$ cat src/rtl/calsec_pkg.sv
// shared types, limits and calendar functions of the calendar seconds counter
package calsec_pkg;

   localparam int unsigned SEC_W   = 6;
   localparam int unsigned MIN_W   = 6;
   localparam int unsigned HOUR_W  = 5;
   localparam int unsigned DAY_W   = 5;
   localparam int unsigned MONTH_W = 4;
   localparam int unsigned YEAR_W  = 8;

   localparam logic [SEC_W-1:0]   SEC_MAX   = SEC_W'(59);
   localparam logic [MIN_W-1:0]   MIN_MAX   = MIN_W'(59);
   localparam logic [HOUR_W-1:0]  HOUR_MAX  = HOUR_W'(23);
   localparam logic [MONTH_W:0]   MONTH_END = (MONTH_W + 1)'(13);

   localparam logic [DAY_W-1:0]   DAY_FIRST   = DAY_W'(1);
   localparam logic [MONTH_W-1:0] MONTH_JAN   = MONTH_W'(1);
   localparam logic [MONTH_W-1:0] MONTH_FEB   = MONTH_W'(2);
   localparam logic [MONTH_W-1:0] MONTH_APR   = MONTH_W'(4);
   localparam logic [MONTH_W-1:0] MONTH_JUN   = MONTH_W'(6);
   localparam logic [MONTH_W-1:0] MONTH_SEP   = MONTH_W'(9);
   localparam logic [MONTH_W-1:0] MONTH_NOV   = MONTH_W'(11);

   // century years inside the 2000..2255 window that are not leap years
   localparam logic [YEAR_W-1:0]  YEAR_2100 = YEAR_W'(100);
   localparam logic [YEAR_W-1:0]  YEAR_2200 = YEAR_W'(200);

   localparam logic CMD_TICK = 1'b0;
   localparam logic CMD_LOAD = 1'b1;

   typedef struct packed {
      logic               command;
      logic [SEC_W-1:0]   load_seconds;
      logic [MIN_W-1:0]   load_minutes;
      logic [HOUR_W-1:0]  load_hours;
      logic [DAY_W-1:0]   load_day;
      logic [MONTH_W-1:0] load_month;
      logic [YEAR_W-1:0]  load_year;
   } req_item_type;

   typedef struct packed {
      logic [SEC_W-1:0]   seconds;
      logic [MIN_W-1:0]   minutes;
      logic [HOUR_W-1:0]  hours;
      logic [DAY_W-1:0]   day;
      logic [MONTH_W-1:0] month;
      logic [YEAR_W-1:0]  year;
   } time_type;

   // 2000 is a multiple of 400, so the offset alone decides
   function automatic logic is_leap(input logic [YEAR_W-1:0] offset);
      is_leap = (offset[1:0] == 2'b00) && (offset != YEAR_2100) && (offset != YEAR_2200);
   endfunction

   function automatic logic [DAY_W-1:0] month_len(input logic [MONTH_W-1:0] month,
                                                  input logic [YEAR_W-1:0]  offset);
      if (month == MONTH_FEB) begin
         month_len = is_leap(offset) ? DAY_W'(29) : DAY_W'(28);
      end else if ((month == MONTH_APR) || (month == MONTH_JUN) ||
                   (month == MONTH_SEP) || (month == MONTH_NOV)) begin
         month_len = DAY_W'(30);
      end else begin
         month_len = DAY_W'(31);
      end
   endfunction

endpackage

$ cat src/rtl/calendar_seconds_counter.sv
// real-time clock calendar counter with tick and load commands
//
// Each accepted item either advances the clock by one second (command tick) or
// loads the full time from the load fields (command load), and produces exactly
// one result item carrying the time after that step. Data path: an item is
// captured in an input register, the cascade of seconds, minutes, hours, day,
// month and year is evaluated in one short combinational pass, and the new time
// lands in the time registers, which double as the result register. rsp_valid
// rises with the new time in the time registers; one item per clock is
// sustained as long as rsp_stall stays low. While a result is held by rsp_stall
// the block still takes one more item into its input register. Reset time is
// 00:00:00 on January 1, year offset 0 (2000). Loaded values are stored
// unchecked; a day past the month's end rolls over at the next day change, and
// a month outside 1..12 counts as 31 days long. Leap years follow the Gregorian
// rule over 2000..2255 (2100 and 2200 are not leap years); the year offset
// wraps at 255.
module calendar_seconds_counter (
   input  logic                            clock,
   input  logic                            reset,

   input  logic                            req_valid,
   output logic                            req_stall,
   input  logic                            req_command,
   input  logic [calsec_pkg::SEC_W-1:0]    req_load_seconds,
   input  logic [calsec_pkg::MIN_W-1:0]    req_load_minutes,
   input  logic [calsec_pkg::HOUR_W-1:0]   req_load_hours,
   input  logic [calsec_pkg::DAY_W-1:0]    req_load_day,
   input  logic [calsec_pkg::MONTH_W-1:0]  req_load_month,
   input  logic [calsec_pkg::YEAR_W-1:0]   req_load_year,

   output logic                            rsp_valid,
   input  logic                            rsp_stall,
   output logic [calsec_pkg::SEC_W-1:0]    rsp_seconds,
   output logic [calsec_pkg::MIN_W-1:0]    rsp_minutes,
   output logic [calsec_pkg::HOUR_W-1:0]   rsp_hours,
   output logic [calsec_pkg::DAY_W-1:0]    rsp_day_of_month,
   output logic [calsec_pkg::MONTH_W-1:0]  rsp_month_number,
   output logic [calsec_pkg::YEAR_W-1:0]   rsp_year_offset
);

   // input register
   logic                     in_valid_ff;
   calsec_pkg::req_item_type in_item_ff;

   // current time, also the result register
   calsec_pkg::time_type     time_ff;
   calsec_pkg::time_type     time_in;
   logic                     rsp_valid_ff;

   // handshake control
   logic                     advance;
   logic                     take_req;

   // cascade terms
   logic [calsec_pkg::SEC_W:0]   sec_sum;
   logic [calsec_pkg::MIN_W:0]   min_sum;
   logic [calsec_pkg::HOUR_W:0]  hour_sum;
   logic [calsec_pkg::DAY_W:0]   day_sum;
   logic [calsec_pkg::MONTH_W:0] month_sum;
   logic [calsec_pkg::DAY_W-1:0] cur_len;
   logic                         sec_carry;
   logic                         min_carry;
   logic                         hour_carry;
   logic                         day_carry;
   logic                         month_carry;

   // the buffered item moves on when the result slot is empty or being taken
   assign advance   = in_valid_ff && (!rsp_valid_ff || !rsp_stall);
   assign req_stall = in_valid_ff && !advance;
   assign take_req  = req_valid && !req_stall;

   // one-second cascade chained by carries; the day stage also uses the month length
   always_comb begin
      sec_sum   = {1'b0, time_ff.seconds} + (calsec_pkg::SEC_W + 1)'(1);
      min_sum   = {1'b0, time_ff.minutes} + (calsec_pkg::MIN_W + 1)'(1);
      hour_sum  = {1'b0, time_ff.hours} + (calsec_pkg::HOUR_W + 1)'(1);
      day_sum   = {1'b0, time_ff.day} + (calsec_pkg::DAY_W + 1)'(1);
      month_sum = {1'b0, time_ff.month} + (calsec_pkg::MONTH_W + 1)'(1);
      cur_len   = calsec_pkg::month_len(time_ff.month, time_ff.year);

      sec_carry   = sec_sum > {1'b0, calsec_pkg::SEC_MAX};
      min_carry   = sec_carry && (min_sum > {1'b0, calsec_pkg::MIN_MAX});
      hour_carry  = min_carry && (hour_sum > {1'b0, calsec_pkg::HOUR_MAX});
      day_carry   = hour_carry && (day_sum > {1'b0, cur_len});
      month_carry = day_carry && (month_sum >= calsec_pkg::MONTH_END);

      time_in = time_ff;
      if (in_item_ff.command == calsec_pkg::CMD_LOAD) begin
         time_in.seconds = in_item_ff.load_seconds;
         time_in.minutes = in_item_ff.load_minutes;
         time_in.hours   = in_item_ff.load_hours;
         time_in.day     = in_item_ff.load_day;
         time_in.month   = in_item_ff.load_month;
         time_in.year    = in_item_ff.load_year;
      end else begin
         time_in.seconds = sec_carry ? '0 : sec_sum[calsec_pkg::SEC_W-1:0];
         if (sec_carry) begin
            time_in.minutes = min_carry ? '0 : min_sum[calsec_pkg::MIN_W-1:0];
         end
         if (min_carry) begin
            time_in.hours = hour_carry ? '0 : hour_sum[calsec_pkg::HOUR_W-1:0];
         end
         if (hour_carry) begin
            time_in.day = day_carry ? calsec_pkg::DAY_FIRST : day_sum[calsec_pkg::DAY_W-1:0];
         end
         if (day_carry) begin
            // month 13 and up wrap to january of the next year
            time_in.month = month_carry ? calsec_pkg::MONTH_JAN
                                        : month_sum[calsec_pkg::MONTH_W-1:0];
         end
         if (month_carry) begin
            time_in.year = time_ff.year + calsec_pkg::YEAR_W'(1);
         end
      end
   end

   // control state
   always_ff @(posedge clock) begin
      if (reset) begin
         in_valid_ff  <= 1'b0;
         rsp_valid_ff <= 1'b0;
         time_ff      <= '{seconds: '0, minutes: '0, hours: '0,
                           day: calsec_pkg::DAY_FIRST, month: calsec_pkg::MONTH_JAN,
                           year: '0};
      end else begin
         if (take_req) begin
            in_valid_ff <= 1'b1;
         end else if (advance) begin
            in_valid_ff <= 1'b0;
         end

         if (advance) begin
            rsp_valid_ff <= 1'b1;
            time_ff      <= time_in;
         end else if (!rsp_stall) begin
            rsp_valid_ff <= 1'b0;
         end
      end
   end

   // input payload, no reset needed
   always_ff @(posedge clock) begin
      if (take_req) begin
         in_item_ff <= '{command: req_command, load_seconds: req_load_seconds,
                         load_minutes: req_load_minutes, load_hours: req_load_hours,
                         load_day: req_load_day, load_month: req_load_month,
                         load_year: req_load_year};
      end
   end

   // result item is the time register itself
   assign rsp_valid        = rsp_valid_ff;
   assign rsp_seconds      = time_ff.seconds;
   assign rsp_minutes      = time_ff.minutes;
   assign rsp_hours        = time_ff.hours;
   assign rsp_day_of_month = time_ff.day;
   assign rsp_month_number = time_ff.month;
   assign rsp_year_offset  = time_ff.year;

endmodule

$ cat config.mk
export PLATFORM = sky130hd
export DESIGN_NAME = calendar_seconds_counter
export DESIGN_NICKNAME = d
export VERILOG_FILES = /design/src/rtl/calsec_pkg.sv /design/src/rtl/calendar_seconds_counter.sv
export SDC_FILE = /design/constraint.sdc
export NUM_CORES = 1
export LEC_CHECK = 0
export BUFFER_PORTS_ARGS = -buffer_cell sky130_fd_sc_hd__buf_2
export CAP_MARGIN = 20
export CORE_ASPECT_RATIO = 0.8
export CORE_MARGIN = 4
export CORE_UTILIZATION = 33
export CTS_CLUSTER_DIAMETER = 30
export DETAILED_ROUTE_END_ITERATION = 12
export RECOVER_POWER = 100
export SLEW_MARGIN = 20
export SYNTH_ARGS = -nofsm -noshare
export SYNTH_HDL_FRONTEND = slang
export SYNTH_SLANG_ARGS = --single-unit
$ cat constraint.sdc
create_clock -name clock -period 8.8 [get_ports clock]
set_input_delay 0.44 -clock clock [delete_from_list [all_inputs] [get_ports clock]]
set_output_delay 0.44 -clock clock [all_outputs]
set_load 0.01 [all_outputs]
==> flow_metrics.env <==
export IMPL_synth_nets=485
export IMPL_avgSynthCellArea_sq_um=9.06
export IMPL_yosysMostFrequentCell="nand2_1"
export IMPL_combPwrFrac_pct=9.4
export IMPL_power_density_nw_per_um2=177
export IMPL_cts_sinks=71
export IMPL_cts_buffer_depth=2
export IMPL_crit_fanout=60
export IMPL_internal_power_w=0.000609
export IMPL_muxShareOfSynthArea_pct=0
export IMPL_multiInputGateArea_sq_um=1920
export IMPL_crit_type="reg2reg"
export IMPL_synth_edff_count=35
export IMPL_drc=0
export IMPL_fin_crit_ns=5.44
export IMPL_routedWlPerCell_um=16.9
export IMPL_critPathCaptureType="register"
export IMPL_cts_root_buf="clkbuf_16"
export IMPL_die_h_um=105
export IMPL_ir_drop_mv=0.0830
export IMPL_numPortBuffers=74
export IMPL_swShare_pct=24.6
export IMPL_n_fill_cell=1180
export IMPL_antenna_cells=0
export IMPL_p_leak_nw=1.61
export IMPL_cp_start_kind="register"
export IMPL_path_cells="clkbuf_1 > clkinv_1 > o21ai_0 > nand2_1 > a221oi_1 > a211oi_1"
export IMPL_violations="max-capacitance violations, max-slew violations"
export IMPL_synth_top_family_by_area="compound AO/OA/AOI/OAI gates"
export IMPL_syn2layout_area_growth_pct=17.4
export IMPL_fp_row_count=35
export IMPL_max_freq_ghz=0.184
export IMPL_holdPathStages=1
export IMPL_num_vias=3490
export IMPL_grt_max_degree=61
export IMPL_clkTransAtPathRegs_ns=0.06
export IMPL_synthXorXnorAreaFrac_pct=0
export IMPL_setup_violations=0
export IMPL_hold_slack_ns=0.275
export IMPL_core_area_sq_um=11500
export IMPL_maxCapViolations=2
export IMPL_yosysWarnings=0
export IMPL_synth_main_ff_cell="dfxtp_1"
export IMPL_postCtsSetupRepairBufs=0
export IMPL_syn_inst=430
export IMPL_grt_pass1_vias=3287
export IMPL_start_util_pct=33.8
export IMPL_synthSimpleGateAreaFrac_pct=20.2
export IMPL_fin_skew_ns=0.0114
export IMPL_tns_ns=0
export IMPL_fin_crit_sh_pct=61.8
export IMPL_r2r_end="rsp_minutes[0]$_SDFFE_PP0P_"
export IMPL_gp_congestion=0.879
export IMPL_io_pins=75
export IMPL_synth_top_area_share_pct=27.0
export IMPL_cp_required_ns=8.93
export IMPL_reg2reg_from="in_item_ff[34]$_DFFE_PP_"
export IMPL_grt_usage_pct=16.0
export IMPL_synth_common_cells="53 x nand2_1, 36 x dfxtp_1, 35 x edfxtp_1"
export IMPL_hpwl_um=7310
export IMPL_worst_pin_slew_ns=2.66
export IMPL_yosysUniqueCellTypes=66
export IMPL_slew_headroom_pct=-77.4
export IMPL_grt_pass1_wl_um=17300
export IMPL_finalNetCount=545
export IMPL_synth_compound_area_share_pct=24.2
export IMPL_drv_slew=94
export IMPL_ys_ff_latch=71
export IMPL_dieArea_sq_um=13600
export IMPL_insertion_delay_ns=0.34
export IMPL_whs_endpoint="in_item_ff[30]$_DFFE_PP_"
export IMPL_hold_class="in2reg"
export IMPL_viasPerCell=5.43
export IMPL_first_pass_iters=5
export IMPL_cts_resized=0
export IMPL_pwr_share_seq_pct=47.0
export IMPL_cts_tree="done"
export IMPL_hold_buffers=0
export IMPL_reg2reg_depth=6
export IMPL_syn_cell_area_sq_um=3890
export IMPL_seq_area_frac_synth_pct=45.5
export IMPL_seq_area_sq_um=1770
export IMPL_critPathArrivalTime_ns=5.57
export IMPL_overflow=0
export IMPL_antenna_found_initial=0
export IMPL_synth_area_top_cells="edfxtp_1 27%, dfxtp_1 19%, ha_1 5.1%"
export IMPL_drt_iter0_markers=283
export IMPL_numCtsBuffers=9
export IMPL_status="finished with violations"
export IMPL_p_clk_share_pct=43.6
export IMPL_ant_nets=0
export IMPL_postSynth_asyncResetShare_pct=0
export IMPL_cts_max_level=3
export IMPL_finalWirelength_um=10900
export IMPL_synthAdderAreaFrac_pct=5.40
export IMPL_finalHoldViolCount=0
export IMPL_die_x_um=129
export IMPL_drive_gt1_share_pct=10.9
export IMPL_rsz0062_at_grt="false"
export IMPL_switchingPower_w=0.000199
export IMPL_r2r_slack_ns=3.36
export IMPL_min_from="req_load_seconds[2]"
export IMPL_cpPeakStageDelay_ns=1.87
export IMPL_crit_path_top_delay_cell="clkbuf_1"
export IMPL_synth_largest_area_cell="edfxtp_1"
-- power by group through the flow --
stage / combinational, W / sequential [W] / clock [W]
2_1_floorplan: 0.0000477 / 0.000383 / 0
3_3_place_gp: 0.0000764 / 0.000385 / 0
3_5_place_dp: 0.0000776 / 0.000386 / 0
4_1_cts: 0.0000780 / 0.000379 / 0.000362
5_1_grt: 0.0000862 / 0.000381 / 0.000374
6_report: 0.0000761 / 0.000379 / 0.000352
-- state kept, by name (all words and copies together) (netlist names) --
register / flops
in_item_ff: 35
rsp_month_number: 4
in_valid_ff: 1
rsp_hours: 5
rsp_year_offset: 8
rsp_day_of_month: 5
rsp_seconds: 6
rsp_valid: 1
rsp_minutes: 6
-- per-stage QoR --
stage	utilization [%]	power [W]	instances	worst slack (ns)	cell area, sq um
6_report	39.7	0.000807	643	3.36	4570
3_3_place_gp	37.8	0.000462	626	5.52	4350
4_1_cts	40.3	0.000819	642	5.26	4640
5_1_grt	39.7	0.000841	643	2.72	4570
2_1_floorplan	-	0.000431	430	5.70	3890
3_5_place_dp	37.8	0.000463	626	5.29	4350
-- critical path: cells and delay by family, from the launching register on --
family | cells | cell delay, ns
flops | 1 | 0.32
compound gates | 3 | 1.19
buf+inv | 2 | 3.33
simple gates | 1 | 0.34
-- how the worst max path moves through the flow --
stage | slack [ns] | endpoint | startpoint
2_1_floorplan | 5.70 | rsp_month_number[2]$_SDFFE_PP0P_ | rsp_year_offset[2]$_SDFFE_PP0P_
3_3_place_gp | 5.52 | rsp_year_offset[1]$_SDFFE_PP0P_ | rsp_year_offset[2]$_SDFFE_PP0P_
3_5_place_dp | 5.29 | rsp_year_offset[1]$_SDFFE_PP0P_ | rsp_year_offset[2]$_SDFFE_PP0P_
4_1_cts | 5.26 | rsp_year_offset[1]$_SDFFE_PP0P_ | rsp_year_offset[2]$_SDFFE_PP0P_
5_1_grt | 2.72 | rsp_minutes[0]$_SDFFE_PP0P_ | in_item_ff[34]$_DFFE_PP_
6_report | 3.36 | rsp_minutes[0]$_SDFFE_PP0P_ | in_item_ff[34]$_DFFE_PP_
-- cells in the final DEF (no fill, tap or decap), drive strengths merged, types with 7 or more instances in the layout --
master	Yosys	final
edfxtp	35	35
buf	8	38
nand3	17	17
a21oi	31	31
a211oi	7	7
and3	7	7
o21ai	36	36
nor2	32	32
dfxtp	36	36
clkbuf	20	53
inv	16	16
nand2	53	53
ha	16	16
nor3	8	8
-- cell families (layout without fill, tap and decap cells) --
kind of cell | count (synthesis) | in the layout
buffers and inverters | 45 | 110
DFF | 71 | 71
adders and majority gates | 17 | 17
and+or+nand+nor | 159 | 159
AOI/OAI and AO/OA | 138 | 138
-- layout make-up --
cell class                      count  area share, %
Clock buffer                       14           6.02
Multi-Input combinational cell    314           42.0
Inverter                           17           1.40
Timing Repair Buffer               77           7.42
Sequential cell                    71           38.8
Clock inverter                      2          0.301
Tap cell                          148           4.05
-- per-layer routing --
metal	vias up	GRT usage [%]	share of wire, %
met5	-	0	0
met4	0	5.34	1.2
met3	11	4.55	6.7
met2	126	22.4	42
met1	1629	23.5	50
li1	1724	-	-
(Power assumes the default switching activity.)
